[src/rtl/assert_macros.svh]
// Assertion macros shared by the multiplier and controller modules of the hash block.
`ifndef ASSERT_MACROS_SVH
`define ASSERT_MACROS_SVH
`ifndef SYNTHESIS
`define ASSERT_IMPLIES(label, clk, rst_n, ante, cons) \
    label: assert property (@(posedge clk) disable iff (!rst_n) (ante) |-> (cons)) \
        else $error("same-cycle implication failed");
`define ASSERT_NEXT(label, clk, rst_n, ante, cons) \
    label: assert property (@(posedge clk) disable iff (!rst_n) (ante) |=> (cons)) \
        else $error("next-cycle implication failed");
`else
`define ASSERT_IMPLIES(label, clk, rst_n, ante, cons)
`define ASSERT_NEXT(label, clk, rst_n, ante, cons)
`endif
`endif

[src/rtl/smrh_pkg.sv]
// Package with constants, types and command structs of the striped hash block.
package smrh_pkg;

    localparam int unsigned WORD_W = 64;
    localparam int unsigned LEN_W  = 32;
    localparam int unsigned IDX_W  = 30;

    localparam logic [WORD_W-1:0] PHI_K = 64'h9E3779B97F4A7C15;
    localparam logic [WORD_W-1:0] MIX_A = 64'h85EBCA77C2B2AE3D;
    localparam logic [WORD_W-1:0] MIX_B = 64'hBF58476D1CE4E5B9;
    localparam logic [WORD_W-1:0] MIX_C = 64'h94D049BB133111EB;

    localparam logic [IDX_W-1:0] INDEX_MAX = {IDX_W{1'b1}};

    localparam logic [5:0] ROT_TABLE [2][4] = '{
        '{6'd23, 6'd47, 6'd13, 6'd37},
        '{6'd11, 6'd19, 6'd35, 6'd47}
    };

    localparam int unsigned FIN_SH1 = 29;
    localparam int unsigned FIN_SH2 = 31;
    localparam int unsigned FIN_SH3 = 37;
    localparam int unsigned FIN_SH4 = 41;

    typedef enum logic [1:0] {
        K_PHI,
        K_MIX_A,
        K_MIX_B,
        K_MIX_C
    } t_const_sel;

    typedef enum logic [2:0] {
        OPND_LEN,
        OPND_BASE_NEW,
        OPND_BASE,
        OPND_ABSORB,
        OPND_FOLD,
        OPND_MIX31,
        OPND_MIX37
    } t_opnd_sel;

    typedef enum logic [1:0] {
        MUL_IDLE,
        MUL_LO,
        MUL_CROSS_HI,
        MUL_CROSS_LO
    } t_mul_step;

    typedef enum logic [3:0] {
        ST_IDLE,
        ST_DECODE,
        ST_LEN_WAIT,
        ST_LANE_WAIT,
        ST_ABS_MUL,
        ST_ABS_WAIT,
        ST_FIN_MUL1,
        ST_FIN_WAIT1,
        ST_FIN_WAIT2,
        ST_FIN_WAIT3,
        ST_OUT
    } t_ctrl_state;

    typedef struct packed {
        logic       capture;
        logic       mul_start;
        t_opnd_sel  opnd;
        t_const_sel csel;
        logic       base_load;
        logic       lane_wr_init;
        logic [1:0] lane_k;
        logic       absorb_wr;
        logic       idx_step;
        logic       out_load;
        logic       state_clr;
    } t_dp_cmd;

    typedef struct packed {
        logic first;
        logic last;
        logic absorb_en;
        logic mul_done;
        logic out_free;
    } t_dp_stat;

endpackage

[src/rtl/smrh_mul.sv]
// Multi-cycle 64x64 low-half multiplier by a selectable constant, one 32x32 product a cycle.
`include "assert_macros.svh"

module smrh_mul import smrh_pkg::*; (
    input  logic              i_clk,
    input  logic              i_rst_n,
    input  logic              i_start,
    input  logic [WORD_W-1:0] i_operand,
    input  t_const_sel        i_csel,
    output logic              o_done,
    output logic [WORD_W-1:0] o_result
);

    localparam int unsigned HALF_W = WORD_W / 2;

    t_mul_step           r_step;
    logic                r_done;
    logic [WORD_W-1:0]   r_a;
    logic [WORD_W-1:0]   r_c;
    logic [WORD_W-1:0]   r_p;
    logic [HALF_W-1:0]   r_x;
    logic [WORD_W-1:0]   r_res;
    logic [HALF_W-1:0]   w_mx;
    logic [HALF_W-1:0]   w_my;
    logic [WORD_W-1:0]   w_prod;

    function automatic logic [WORD_W-1:0] const_value(t_const_sel s);
        logic [WORD_W-1:0] v;
        unique case (s)
            K_PHI:   v = PHI_K;
            K_MIX_A: v = MIX_A;
            K_MIX_B: v = MIX_B;
            K_MIX_C: v = MIX_C;
            default: v = PHI_K;
        endcase
        return v;
    endfunction

    always_comb begin
        unique case (r_step)
            MUL_LO: begin
                w_mx = r_a[HALF_W-1:0];
                w_my = r_c[HALF_W-1:0];
            end
            MUL_CROSS_HI: begin
                w_mx = r_a[WORD_W-1:HALF_W];
                w_my = r_c[HALF_W-1:0];
            end
            default: begin
                w_mx = r_a[HALF_W-1:0];
                w_my = r_c[WORD_W-1:HALF_W];
            end
        endcase
    end

    assign w_prod = {{HALF_W{1'b0}}, w_mx} * {{HALF_W{1'b0}}, w_my};

    always_ff @(posedge i_clk) begin
        if (!i_rst_n) begin
            r_step <= MUL_IDLE;
            r_done <= 1'b0;
        end else begin
            r_done <= 1'b0;
            unique case (r_step)
                MUL_IDLE: begin
                    if (i_start) begin
                        r_step <= MUL_LO;
                    end
                end
                MUL_LO:       r_step <= MUL_CROSS_HI;
                MUL_CROSS_HI: r_step <= MUL_CROSS_LO;
                MUL_CROSS_LO: begin
                    r_step <= MUL_IDLE;
                    r_done <= 1'b1;
                end
                default:      r_step <= MUL_IDLE;
            endcase
        end
    end

    always_ff @(posedge i_clk) begin
        if (i_start && r_step == MUL_IDLE) begin
            r_a <= i_operand;
            r_c <= const_value(i_csel);
        end
        if (r_step == MUL_LO) begin
            r_p <= w_prod;
        end
        if (r_step == MUL_CROSS_HI) begin
            r_x <= w_prod[HALF_W-1:0];
        end
        if (r_step == MUL_CROSS_LO) begin
            r_res <= {r_p[WORD_W-1:HALF_W] + r_x + w_prod[HALF_W-1:0], r_p[HALF_W-1:0]};
        end
    end

    assign o_done   = r_done;
    assign o_result = r_res;

    `ASSERT_IMPLIES(a_start_when_idle, i_clk, i_rst_n, i_start, r_step == MUL_IDLE)
    `ASSERT_NEXT(a_done_after_last_step, i_clk, i_rst_n, r_step == MUL_CROSS_LO, r_done)
    `ASSERT_IMPLIES(a_done_means_idle, i_clk, i_rst_n, r_done, r_step == MUL_IDLE)

endmodule

[src/rtl/smrh_dp.sv]
// Datapath of the hash block: lanes, word position, operand selection and result register.
module smrh_dp import smrh_pkg::*; (
    input  logic              i_clk,
    input  logic              i_rst_n,
    input  logic              i_cfg_valid,
    input  logic              i_cfg_data,
    input  logic [WORD_W-1:0] i_data_word,
    input  logic              i_first_word,
    input  logic              i_last_word,
    input  logic [WORD_W-1:0] i_seed_value,
    input  logic [LEN_W-1:0]  i_message_bytes,
    input  t_dp_cmd           i_cmd,
    output t_dp_stat          o_stat,
    output logic [WORD_W-1:0] o_hash_value,
    output logic              o_out_valid,
    input  logic              i_out_stall
);

    localparam int unsigned POS_W = LEN_W + 2;

    logic              r_rot_set;
    logic [WORD_W-1:0] r_data;
    logic              r_first;
    logic              r_last;
    logic [WORD_W-1:0] r_seed;
    logic [LEN_W-1:0]  r_len;
    logic [IDX_W-1:0]  r_idx;
    logic [WORD_W-1:0] r_lane [4];
    logic [WORD_W-1:0] r_base;
    logic [WORD_W-1:0] r_hash;
    logic              r_out_valid;

    logic [POS_W-1:0]  w_len_ext;
    logic [POS_W-1:0]  w_stripe_end;
    logic [POS_W-1:0]  w_pos;
    logic [POS_W-1:0]  w_pos_end;
    logic              w_in_stripe;
    logic              w_full;
    logic              w_part;
    logic [1:0]        w_abs_k;
    logic [5:0]        w_rot;
    logic [WORD_W-1:0] w_abs_data;
    logic [WORD_W-1:0] w_abs_opnd;
    logic [WORD_W-1:0] w_fold;
    logic [WORD_W-1:0] w_operand;
    logic [WORD_W-1:0] w_res;
    logic              w_mul_done;
    logic              w_out_free;

    function automatic logic [WORD_W-1:0] byte_mask(logic [2:0] n);
        logic [WORD_W-1:0] m;
        m = '0;
        for (int i = 0; i < 8; i++) begin
            if (3'(i) < n) begin
                m[8*i +: 8] = 8'hFF;
            end
        end
        return m;
    endfunction

    function automatic logic [WORD_W-1:0] rotl64(logic [WORD_W-1:0] x, logic [5:0] k);
        logic [2*WORD_W-1:0] d;
        d = {x, x} << k;
        return d[2*WORD_W-1:WORD_W];
    endfunction

    smrh_mul u_mul (
        .i_clk     (i_clk),
        .i_rst_n   (i_rst_n),
        .i_start   (i_cmd.mul_start),
        .i_operand (w_operand),
        .i_csel    (i_cmd.csel),
        .o_done    (w_mul_done),
        .o_result  (w_res)
    );

    assign w_len_ext    = {2'b00, r_len};
    assign w_stripe_end = {1'b0, r_idx[IDX_W-1:2], 5'b00000} + POS_W'(32);
    assign w_pos        = {1'b0, r_idx, 3'b000};
    assign w_pos_end    = w_pos + POS_W'(8);
    assign w_in_stripe  = (w_stripe_end <= w_len_ext);
    assign w_full       = (w_pos_end <= w_len_ext);
    assign w_part       = (w_pos < w_len_ext);

    assign w_abs_k    = w_in_stripe ? r_idx[1:0] : 2'd0;
    assign w_rot      = ROT_TABLE[r_rot_set][w_abs_k];
    assign w_abs_data = (w_in_stripe || w_full) ? r_data : (r_data & byte_mask(r_len[2:0]));
    assign w_abs_opnd = r_lane[w_abs_k] ^ rotl64(w_abs_data, w_rot);
    assign w_fold     = r_lane[0] ^ r_lane[1] ^ (r_lane[2] ^ r_lane[3]);

    always_comb begin
        unique case (i_cmd.opnd)
            OPND_LEN:      w_operand = {{(WORD_W-LEN_W){1'b0}}, r_len};
            OPND_BASE_NEW: w_operand = r_seed ^ w_res;
            OPND_BASE:     w_operand = r_base;
            OPND_ABSORB:   w_operand = w_abs_opnd;
            OPND_FOLD:     w_operand = w_fold ^ (w_fold >> FIN_SH1);
            OPND_MIX31:    w_operand = w_res ^ (w_res >> FIN_SH2);
            OPND_MIX37:    w_operand = w_res ^ (w_res >> FIN_SH3);
            default:       w_operand = r_base;
        endcase
    end

    always_ff @(posedge i_clk) begin
        if (!i_rst_n) begin
            r_rot_set <= 1'b0;
        end else if (i_cfg_valid) begin
            r_rot_set <= i_cfg_data;
        end
    end

    always_ff @(posedge i_clk) begin
        if (i_cmd.capture) begin
            r_data  <= i_data_word;
            r_first <= i_first_word;
            r_last  <= i_last_word;
            if (i_first_word) begin
                r_seed <= i_seed_value;
            end
        end
        if (i_cmd.base_load) begin
            r_base <= r_seed ^ w_res;
        end
        if (i_cmd.out_load) begin
            r_hash <= w_res ^ (w_res >> FIN_SH4);
        end
    end

    always_ff @(posedge i_clk) begin
        if (!i_rst_n || i_cmd.state_clr) begin
            r_len <= '0;
            r_idx <= '0;
            for (int i = 0; i < 4; i++) begin
                r_lane[i] <= '0;
            end
        end else begin
            if (i_cmd.capture && i_first_word) begin
                r_len <= i_message_bytes;
                r_idx <= '0;
            end else if (i_cmd.idx_step && r_idx != INDEX_MAX) begin
                r_idx <= r_idx + IDX_W'(1);
            end
            if (i_cmd.lane_wr_init) begin
                r_lane[i_cmd.lane_k] <= w_res;
            end else if (i_cmd.absorb_wr) begin
                r_lane[w_abs_k] <= w_res;
            end
        end
    end

    assign w_out_free = !r_out_valid || !i_out_stall;

    always_ff @(posedge i_clk) begin
        if (!i_rst_n) begin
            r_out_valid <= 1'b0;
        end else if (i_cmd.out_load) begin
            r_out_valid <= 1'b1;
        end else if (!i_out_stall) begin
            r_out_valid <= 1'b0;
        end
    end

    assign o_stat.first     = r_first;
    assign o_stat.last      = r_last;
    assign o_stat.absorb_en = w_in_stripe || w_part;
    assign o_stat.mul_done  = w_mul_done;
    assign o_stat.out_free  = w_out_free;

    assign o_hash_value = r_hash;
    assign o_out_valid  = r_out_valid;

endmodule

[src/rtl/smrh_ctrl.sv]
// Controller state machine that sequences seeding, absorbing and finishing of the hash.
`include "assert_macros.svh"

module smrh_ctrl import smrh_pkg::*; (
    input  logic     i_clk,
    input  logic     i_rst_n,
    input  logic     i_in_valid,
    output logic     o_in_stall,
    input  t_dp_stat i_stat,
    output t_dp_cmd  o_cmd
);

    t_ctrl_state r_state;
    t_ctrl_state n_state;
    logic [1:0]  r_k;
    logic [1:0]  n_k;
    logic        w_in_wait;

    always_ff @(posedge i_clk) begin
        if (!i_rst_n) begin
            r_state <= ST_IDLE;
            r_k     <= 2'd0;
        end else begin
            r_state <= n_state;
            r_k     <= n_k;
        end
    end

    always_comb begin
        o_cmd      = '0;
        n_state    = r_state;
        n_k        = r_k;
        o_in_stall = (r_state != ST_IDLE);
        unique case (r_state)
            ST_IDLE: begin
                o_cmd.capture = i_in_valid;
                if (i_in_valid) begin
                    n_state = ST_DECODE;
                end
            end
            ST_DECODE: begin
                if (i_stat.first) begin
                    o_cmd.mul_start = 1'b1;
                    o_cmd.opnd      = OPND_LEN;
                    o_cmd.csel      = K_PHI;
                    n_state         = ST_LEN_WAIT;
                end else if (i_stat.absorb_en) begin
                    o_cmd.mul_start = 1'b1;
                    o_cmd.opnd      = OPND_ABSORB;
                    o_cmd.csel      = K_PHI;
                    n_state         = ST_ABS_WAIT;
                end else begin
                    o_cmd.idx_step = 1'b1;
                    n_state        = i_stat.last ? ST_FIN_MUL1 : ST_IDLE;
                end
            end
            ST_LEN_WAIT: begin
                if (i_stat.mul_done) begin
                    o_cmd.base_load = 1'b1;
                    o_cmd.mul_start = 1'b1;
                    o_cmd.opnd      = OPND_BASE_NEW;
                    o_cmd.csel      = K_PHI;
                    n_k             = 2'd0;
                    n_state         = ST_LANE_WAIT;
                end
            end
            ST_LANE_WAIT: begin
                if (i_stat.mul_done) begin
                    o_cmd.lane_wr_init = 1'b1;
                    o_cmd.lane_k       = r_k;
                    if (r_k == 2'd3) begin
                        n_state = ST_ABS_MUL;
                    end else begin
                        o_cmd.mul_start = 1'b1;
                        o_cmd.opnd      = OPND_BASE;
                        o_cmd.csel      = t_const_sel'(r_k + 2'd1);
                        n_k             = r_k + 2'd1;
                    end
                end
            end
            ST_ABS_MUL: begin
                if (i_stat.absorb_en) begin
                    o_cmd.mul_start = 1'b1;
                    o_cmd.opnd      = OPND_ABSORB;
                    o_cmd.csel      = K_PHI;
                    n_state         = ST_ABS_WAIT;
                end else begin
                    o_cmd.idx_step = 1'b1;
                    n_state        = i_stat.last ? ST_FIN_MUL1 : ST_IDLE;
                end
            end
            ST_ABS_WAIT: begin
                if (i_stat.mul_done) begin
                    o_cmd.absorb_wr = 1'b1;
                    o_cmd.idx_step  = 1'b1;
                    n_state         = i_stat.last ? ST_FIN_MUL1 : ST_IDLE;
                end
            end
            ST_FIN_MUL1: begin
                o_cmd.mul_start = 1'b1;
                o_cmd.opnd      = OPND_FOLD;
                o_cmd.csel      = K_MIX_A;
                n_state         = ST_FIN_WAIT1;
            end
            ST_FIN_WAIT1: begin
                if (i_stat.mul_done) begin
                    o_cmd.mul_start = 1'b1;
                    o_cmd.opnd      = OPND_MIX31;
                    o_cmd.csel      = K_MIX_B;
                    n_state         = ST_FIN_WAIT2;
                end
            end
            ST_FIN_WAIT2: begin
                if (i_stat.mul_done) begin
                    o_cmd.mul_start = 1'b1;
                    o_cmd.opnd      = OPND_MIX37;
                    o_cmd.csel      = K_PHI;
                    n_state         = ST_FIN_WAIT3;
                end
            end
            ST_FIN_WAIT3: begin
                if (i_stat.mul_done) begin
                    n_state = ST_OUT;
                end
            end
            ST_OUT: begin
                if (i_stat.out_free) begin
                    o_cmd.out_load  = 1'b1;
                    o_cmd.state_clr = 1'b1;
                    n_state         = ST_IDLE;
                end
            end
            default: begin
                n_state = ST_IDLE;
            end
        endcase
    end

    assign w_in_wait = (r_state == ST_LEN_WAIT)  || (r_state == ST_LANE_WAIT) ||
                       (r_state == ST_ABS_WAIT)  || (r_state == ST_FIN_WAIT1) ||
                       (r_state == ST_FIN_WAIT2) || (r_state == ST_FIN_WAIT3);

    `ASSERT_IMPLIES(a_load_only_when_free, i_clk, i_rst_n, o_cmd.out_load, i_stat.out_free)
    `ASSERT_NEXT(a_capture_then_decode, i_clk, i_rst_n, o_cmd.capture, r_state == ST_DECODE)
    `ASSERT_IMPLIES(a_done_in_wait, i_clk, i_rst_n, i_stat.mul_done, w_in_wait)

endmodule

[src/rtl/striped_multiply_rotate_hash64.sv]
// Top level of the striped multiply-rotate 64-bit hash block.
//
//  Channel   Direction  Handshake              Payload
//  in        request    i_in_valid/o_in_stall  data_word, first/last, seed, length
//  out       result     o_out_valid/i_out_stall hash_value
//  cfg       write      i_cfg_valid/o_cfg_ready rotation set bit
//
// Each 64-bit multiply is built from 32x32 products on one multiplier; an absorbed word
// takes one multiply and a word past the length only steps the position; a first word
// also seeds the lanes and a last word also runs the fold and finalizer.
// Reset is synchronous and active low; it clears the lanes, position and length.
// The finished hash waits in an output register while the next message is taken in; the
// next last word stalls the input until that register is free.
module striped_multiply_rotate_hash64 import smrh_pkg::*; (
    input  logic              i_clk,
    input  logic              i_rst_n,
    input  logic              i_in_valid,
    output logic              o_in_stall,
    input  logic [WORD_W-1:0] i_data_word,
    input  logic              i_first_word,
    input  logic              i_last_word,
    input  logic [WORD_W-1:0] i_seed_value,
    input  logic [LEN_W-1:0]  i_message_bytes,
    output logic              o_out_valid,
    input  logic              i_out_stall,
    output logic [WORD_W-1:0] o_hash_value,
    input  logic              i_cfg_valid,
    output logic              o_cfg_ready,
    input  logic              i_cfg_data
);

    t_dp_cmd  w_cmd;
    t_dp_stat w_stat;

    assign o_cfg_ready = 1'b1;

    smrh_ctrl u_ctrl (
        .i_clk      (i_clk),
        .i_rst_n    (i_rst_n),
        .i_in_valid (i_in_valid),
        .o_in_stall (o_in_stall),
        .i_stat     (w_stat),
        .o_cmd      (w_cmd)
    );

    smrh_dp u_dp (
        .i_clk           (i_clk),
        .i_rst_n         (i_rst_n),
        .i_cfg_valid     (i_cfg_valid),
        .i_cfg_data      (i_cfg_data),
        .i_data_word     (i_data_word),
        .i_first_word    (i_first_word),
        .i_last_word     (i_last_word),
        .i_seed_value    (i_seed_value),
        .i_message_bytes (i_message_bytes),
        .i_cmd           (w_cmd),
        .o_stat          (w_stat),
        .o_hash_value    (o_hash_value),
        .o_out_valid     (o_out_valid),
        .i_out_stall     (i_out_stall)
    );

endmodule

[config.mk]
export PLATFORM = sky130hd
export DESIGN_NAME = striped_multiply_rotate_hash64
export DESIGN_NICKNAME = d
export VERILOG_FILES = /design/src/rtl/smrh_pkg.sv /design/src/rtl/smrh_mul.sv /design/src/rtl/smrh_dp.sv /design/src/rtl/smrh_ctrl.sv /design/src/rtl/striped_multiply_rotate_hash64.sv
export VERILOG_INCLUDE_DIRS = /design/src /design/src/rtl
export SDC_FILE = /design/constraint.sdc
export NUM_CORES = 2
export LEC_CHECK = 0
export BUFFER_PORTS_ARGS = -buffer_cell sky130_fd_sc_hd__buf_2
export CORE_ASPECT_RATIO = 1.25
export CORE_MARGIN = 8
export CORE_UTILIZATION = 25
export DETAILED_ROUTE_END_ITERATION = 10
export GPL_TIMING_DRIVEN = 1
export HOLD_SLACK_MARGIN = 0.15
export PLACE_DENSITY = 0.45
export SYNTH_ARGS = -nofsm -noshare
export SYNTH_HDL_FRONTEND = slang
export SYNTH_SLANG_ARGS = --single-unit
[constraint.sdc]
create_clock -name i_clk -period 16 [get_ports i_clk]
set_clock_uncertainty 0.05 [all_clocks]
set_input_delay 2.4 -clock i_clk [delete_from_list [all_inputs] [get_ports i_clk]]
set_output_delay 2.4 -clock i_clk [all_outputs]
set_load 0.02 [all_outputs]
==> results.sh <==
export IMPL_status="completed"
export IMPL_worst_path_max_delay_cell="sky130_fd_sc_hd__nor2b_2"
export IMPL_hold_depth=0
export IMPL_route_detailed_drc=0
export IMPL_async_reset_ff_share_pct=0
export IMPL_timing_final_max_slew_violations=0
export IMPL_combinational_family_with_the_most_area_after_synthesis="adder cells"
export IMPL_die_w_um=519
export IMPL_groute_layer_met2_usage_pct=35.3
export IMPL_yosys_area_top_type="sky130_fd_sc_hd__edfxtp_1"
export IMPL_layout_drive_gt1_share_pct=8.21
export IMPL_critical_path_top_cell_by_count="sky130_fd_sc_hd__fa_1"
export IMPL_first_global_vias=65000
export IMPL_critical_path_reg2reg_endpoint="u_dp.u_mul.o_result[63]"
export IMPL_count_of_cell_types_in_the_netlist=112
export IMPL_latest_clock_arrival_within_the_worst_skew_pair_ps=750
export IMPL_path_type_of_the_worst_setup_path="flip-flop to flip-flop"
export IMPL_global_route_usage_met3_pct=3.19
export IMPL_synth_ff_latch_count=825
export IMPL_number_of_enable_flip_flop_cells_after_synthesis=752
export IMPL_grt_antenna_before_repair=23
export IMPL_total_grt_overflow=0
export IMPL_synth_top_flop_cell="sky130_fd_sc_hd__edfxtp_1"
export IMPL_met1_usage_pct=25.3
export IMPL_vias=63800
export IMPL_setup_tns_final_ps=0
export IMPL_floorplan_io_pins=235
export IMPL_critical_path_top_delay_family="adder cells"
export IMPL_hold_buf_count_cts=0
export IMPL_grt_busiest_layer="met2"
export IMPL_rr_worst_depth=40
export IMPL_final_nets=9729
export IMPL_worstHoldEndpoint="u_dp.u_mul.o_result[14]"
export IMPL_clock_sinks=825
export IMPL_worst_slew_pin_transition_ps=1360
export IMPL_crit_path_end_kind="flip-flop"
export IMPL_hold_violations=0
export IMPL_relative_slew_slack_pct=6.79
export IMPL_cap_viol_max_count=0
export IMPL_synthesis_instances=8223
export IMPL_gpl_final_weighted_congestion=0.969
export IMPL_final_cells=12500
export IMPL_area_delta_synth_final_pct=11.5
export IMPL_coreArea_mm2=0.316
export IMPL_clkTransAtPathRegs_ps=80
export IMPL_die_area_mm2=0.335
export IMPL_yosysWarningCount=0
export IMPL_timing_final_crit_share_pct=78.8
export IMPL_timing_rr_start="u_dp.u_mul.r_step[0]"
export IMPL_totalWireLength_um=363000
export IMPL_number_of_cells_upsized_or_downsized_after_cts=0
export IMPL_initial_utilization_pct=25.1
export IMPL_crit_path_max_fanout=47
export IMPL_count_of_h_tree_levels_built_during_cts=3
export IMPL_post_place_cells=12300
export IMPL_synth_compound_area_share_pct=10.9
export IMPL_timing_critical_path_buf_inv=6
export IMPL_post_cts_setup_buffers=0
export IMPL_final_setup_viol_count=0
export IMPL_largest_incremental_delay_on_the_critical_path_ps=780
export IMPL_detail_route_wl_per_cell_um=29.0
export IMPL_timing_hold_ws_ps=341
export IMPL_syn_mean_instance_area_um2=9.63
export IMPL_post_synth_and_or_nand_nor_area_fraction_pct=13.7
export IMPL_place_detailed_hpwl_um=279000
export IMPL_netlist_area_before_placement_mm2=0.0792
export IMPL_vias_per_cell=5.10
export IMPL_drt_pass1_iter_count=6
export IMPL_post_synth_fa_ha_maj_area_fraction_pct=29.7
export IMPL_yosysTopAreaCellShare_pct=28.5
export IMPL_synth_cells_most_frequent="sky130_fd_sc_hd__inv_1 (1126), sky130_fd_sc_hd__nand2_1 (1002), sky130_fd_sc_hd__fa_1 (928), sky130_fd_sc_hd__nor2_1 (907), sky130_fd_sc_hd__edfxtp_1 (752)"
export IMPL_worst_case_register_to_register_setup_slack_ps=3390
export IMPL_die_height_um=645
export IMPL_grt_start_max_net_pins=99
export IMPL_grt_setup_unrepaired="false"
export IMPL_first_pass_grt_wire_length_um=504000
export IMPL_worstHoldPathType="flip-flop to flip-flop"
export IMPL_clk_root_buffer_cell="sky130_fd_sc_hd__clkbuf_16"
export IMPL_finalCriticalPeriod_ps=12610
export IMPL_overall_routing_resource_usage_pct=20.9
export IMPL_floorplan_rows=231
export IMPL_final_core_utilization_pct=27.9
export IMPL_synth_most_common_cell="sky130_fd_sc_hd__inv_1"
export IMPL_synth_area_leaders="sky130_fd_sc_hd__edfxtp_1 (29%), sky130_fd_sc_hd__fa_1 (23%), sky130_fd_sc_hd__ha_1 (6.2%)"
export IMPL_yosys_mux_area_fraction_pct=1.68
export IMPL_fillerInstances=33400
export IMPL_worst_ep_required_time_ps=16400
export IMPL_synth_xor_area_share_pct=5.72
export IMPL_tritoncts="done"
export IMPL_detail_route_iter0_violations=6291
export IMPL_clockBufferDepth=3
export IMPL_placement_io_buffers=233
export IMPL_setup_worst_path_start_class="flip-flop"
export IMPL_min_delay_start="u_dp.u_mul.r_p[14]"
export IMPL_sequential_share_of_the_synthesized_area_pct=30.4
export IMPL_clock_buffers_created_by_tritoncts=95
export IMPL_synth_nets=9713
export IMPL_final_antenna_net_count=0
export IMPL_arrival_ps=13020
export IMPL_max_clock_freq_mhz=79.3
==> cell usage in the layout (no fill, tap or decap), drive strengths merged, types with 44 or more instances in the layout <==
| cell | count |
|---|---|
| a31oi | 44 |
| xor2 | 215 |
| nand2 | 1004 |
| xnor2 | 302 |
| buf | 407 |
| o221ai | 74 |
| clkbuf | 117 |
| mux2i | 93 |
| a21oi | 325 |
| nor2 | 911 |
| a211oi | 63 |
| inv | 1134 |
| nor3 | 70 |
| o22ai | 71 |
| edfxtp | 752 |
| and2 | 94 |
| o21ai | 283 |
| nand3 | 191 |
| ha | 394 |
| dfxtp | 73 |
| fa | 928 |
| a221oi | 67 |
| a21o | 69 |
==> worst register-to-register path: cells and delay by family, from the launching register on <==
kind,cells,cell delay (ps)
fa+ha+maj,12,5210
simple gates,10,2620
compound gates,10,2260
buf+inv,6,1230
xor+xnor,2,510
flops,1,470
==> how the worst max path moves through the flow <==
| stage | from | end | slack (ps) | depth (start not counted) |
|---|---|---|---|---|
| after detailed placement | u_dp.u_mul.r_step[0] | u_dp.u_mul.o_result[63] | 3520 | 40 |
| after global placement | u_dp.u_mul.r_step[0] | u_dp.u_mul.o_result[63] | 3660 | 40 |
| final | u_dp.u_mul.r_step[0] | u_dp.u_mul.o_result[63] | 3390 | 40 |
| after global routing | u_dp.u_mul.r_step[0] | u_dp.u_mul.o_result[63] | 2750 | 40 |
| after floorplan | u_dp.u_mul.r_step[0] | u_dp.u_mul.o_result[63] | 4790 | 42 |
| after CTS | u_dp.u_mul.r_step[0] | u_dp.u_mul.o_result[63] | 3450 | 40 |
==> through the flow <==
step                cell area, um2  worst slack (ps)
finish                       88300              3390
global route                 88300              2750
CTS                          88300              3450
detailed placement           85200              3520
global placement             85200              3660
floorplan                    79200              4790
==> layout make-up <==
cell class	instances	area, um2	share of cell area (%)
Timing Repair Buffer	407	2530	2.87
Clock inverter	49	547	0.619
Sequential cell	825	24000	27.2
Antenna cell	7	17.5	0.0198
Inverter	1136	4270	4.84
Multi-Input combinational cell	5774	49100	55.7
Tap cell	4194	5250	5.94
Clock buffer	117	2480	2.81
==> flip-flops by register name (all words and copies together) (netlist names) <==
register / cells
u_ctrl.r_k: 2
u_ctrl.r_state: 4
u_dp.o_hash_value: 64
u_dp.o_out_valid: 1
u_dp.r_base: 64
u_dp.r_data: 64
u_dp.r_first: 1
u_dp.r_idx: 30
u_dp.r_lane: 256
u_dp.r_last: 1
u_dp.r_len: 32
u_dp.r_rot_set: 1
u_dp.r_seed: 64
u_dp.u_mul.o_done: 1
u_dp.u_mul.o_result: 64
u_dp.u_mul.r_a: 64
u_dp.u_mul.r_c: 14
u_dp.u_mul.r_p: 64
u_dp.u_mul.r_step: 2
u_dp.u_mul.r_x: 32
==> logic make-up after synthesis <==
kind of cell,count (synthesis)
AOI/OAI and AO/OA,1289
and+or+nand+nor,2519
muxes,126
other,1
buffers and inverters,1624
xor gates and xnor gates,517
DFF,825
adders and majority gates,1322
==> routing by layer <==
| metal | up-vias | routed length, um |
|---|---|---|
| li1 | 27200 | - |
| met4 | 14 | 27300 |
| met5 | - | 83 |
| met1 | 32900 | 140000 |
| met2 | 2932 | 171000 |
| met3 | 743 | 23700 |
Power is not shown: default switching activity piles up to over one toggle a cycle in this logic, so the estimate is an artifact.
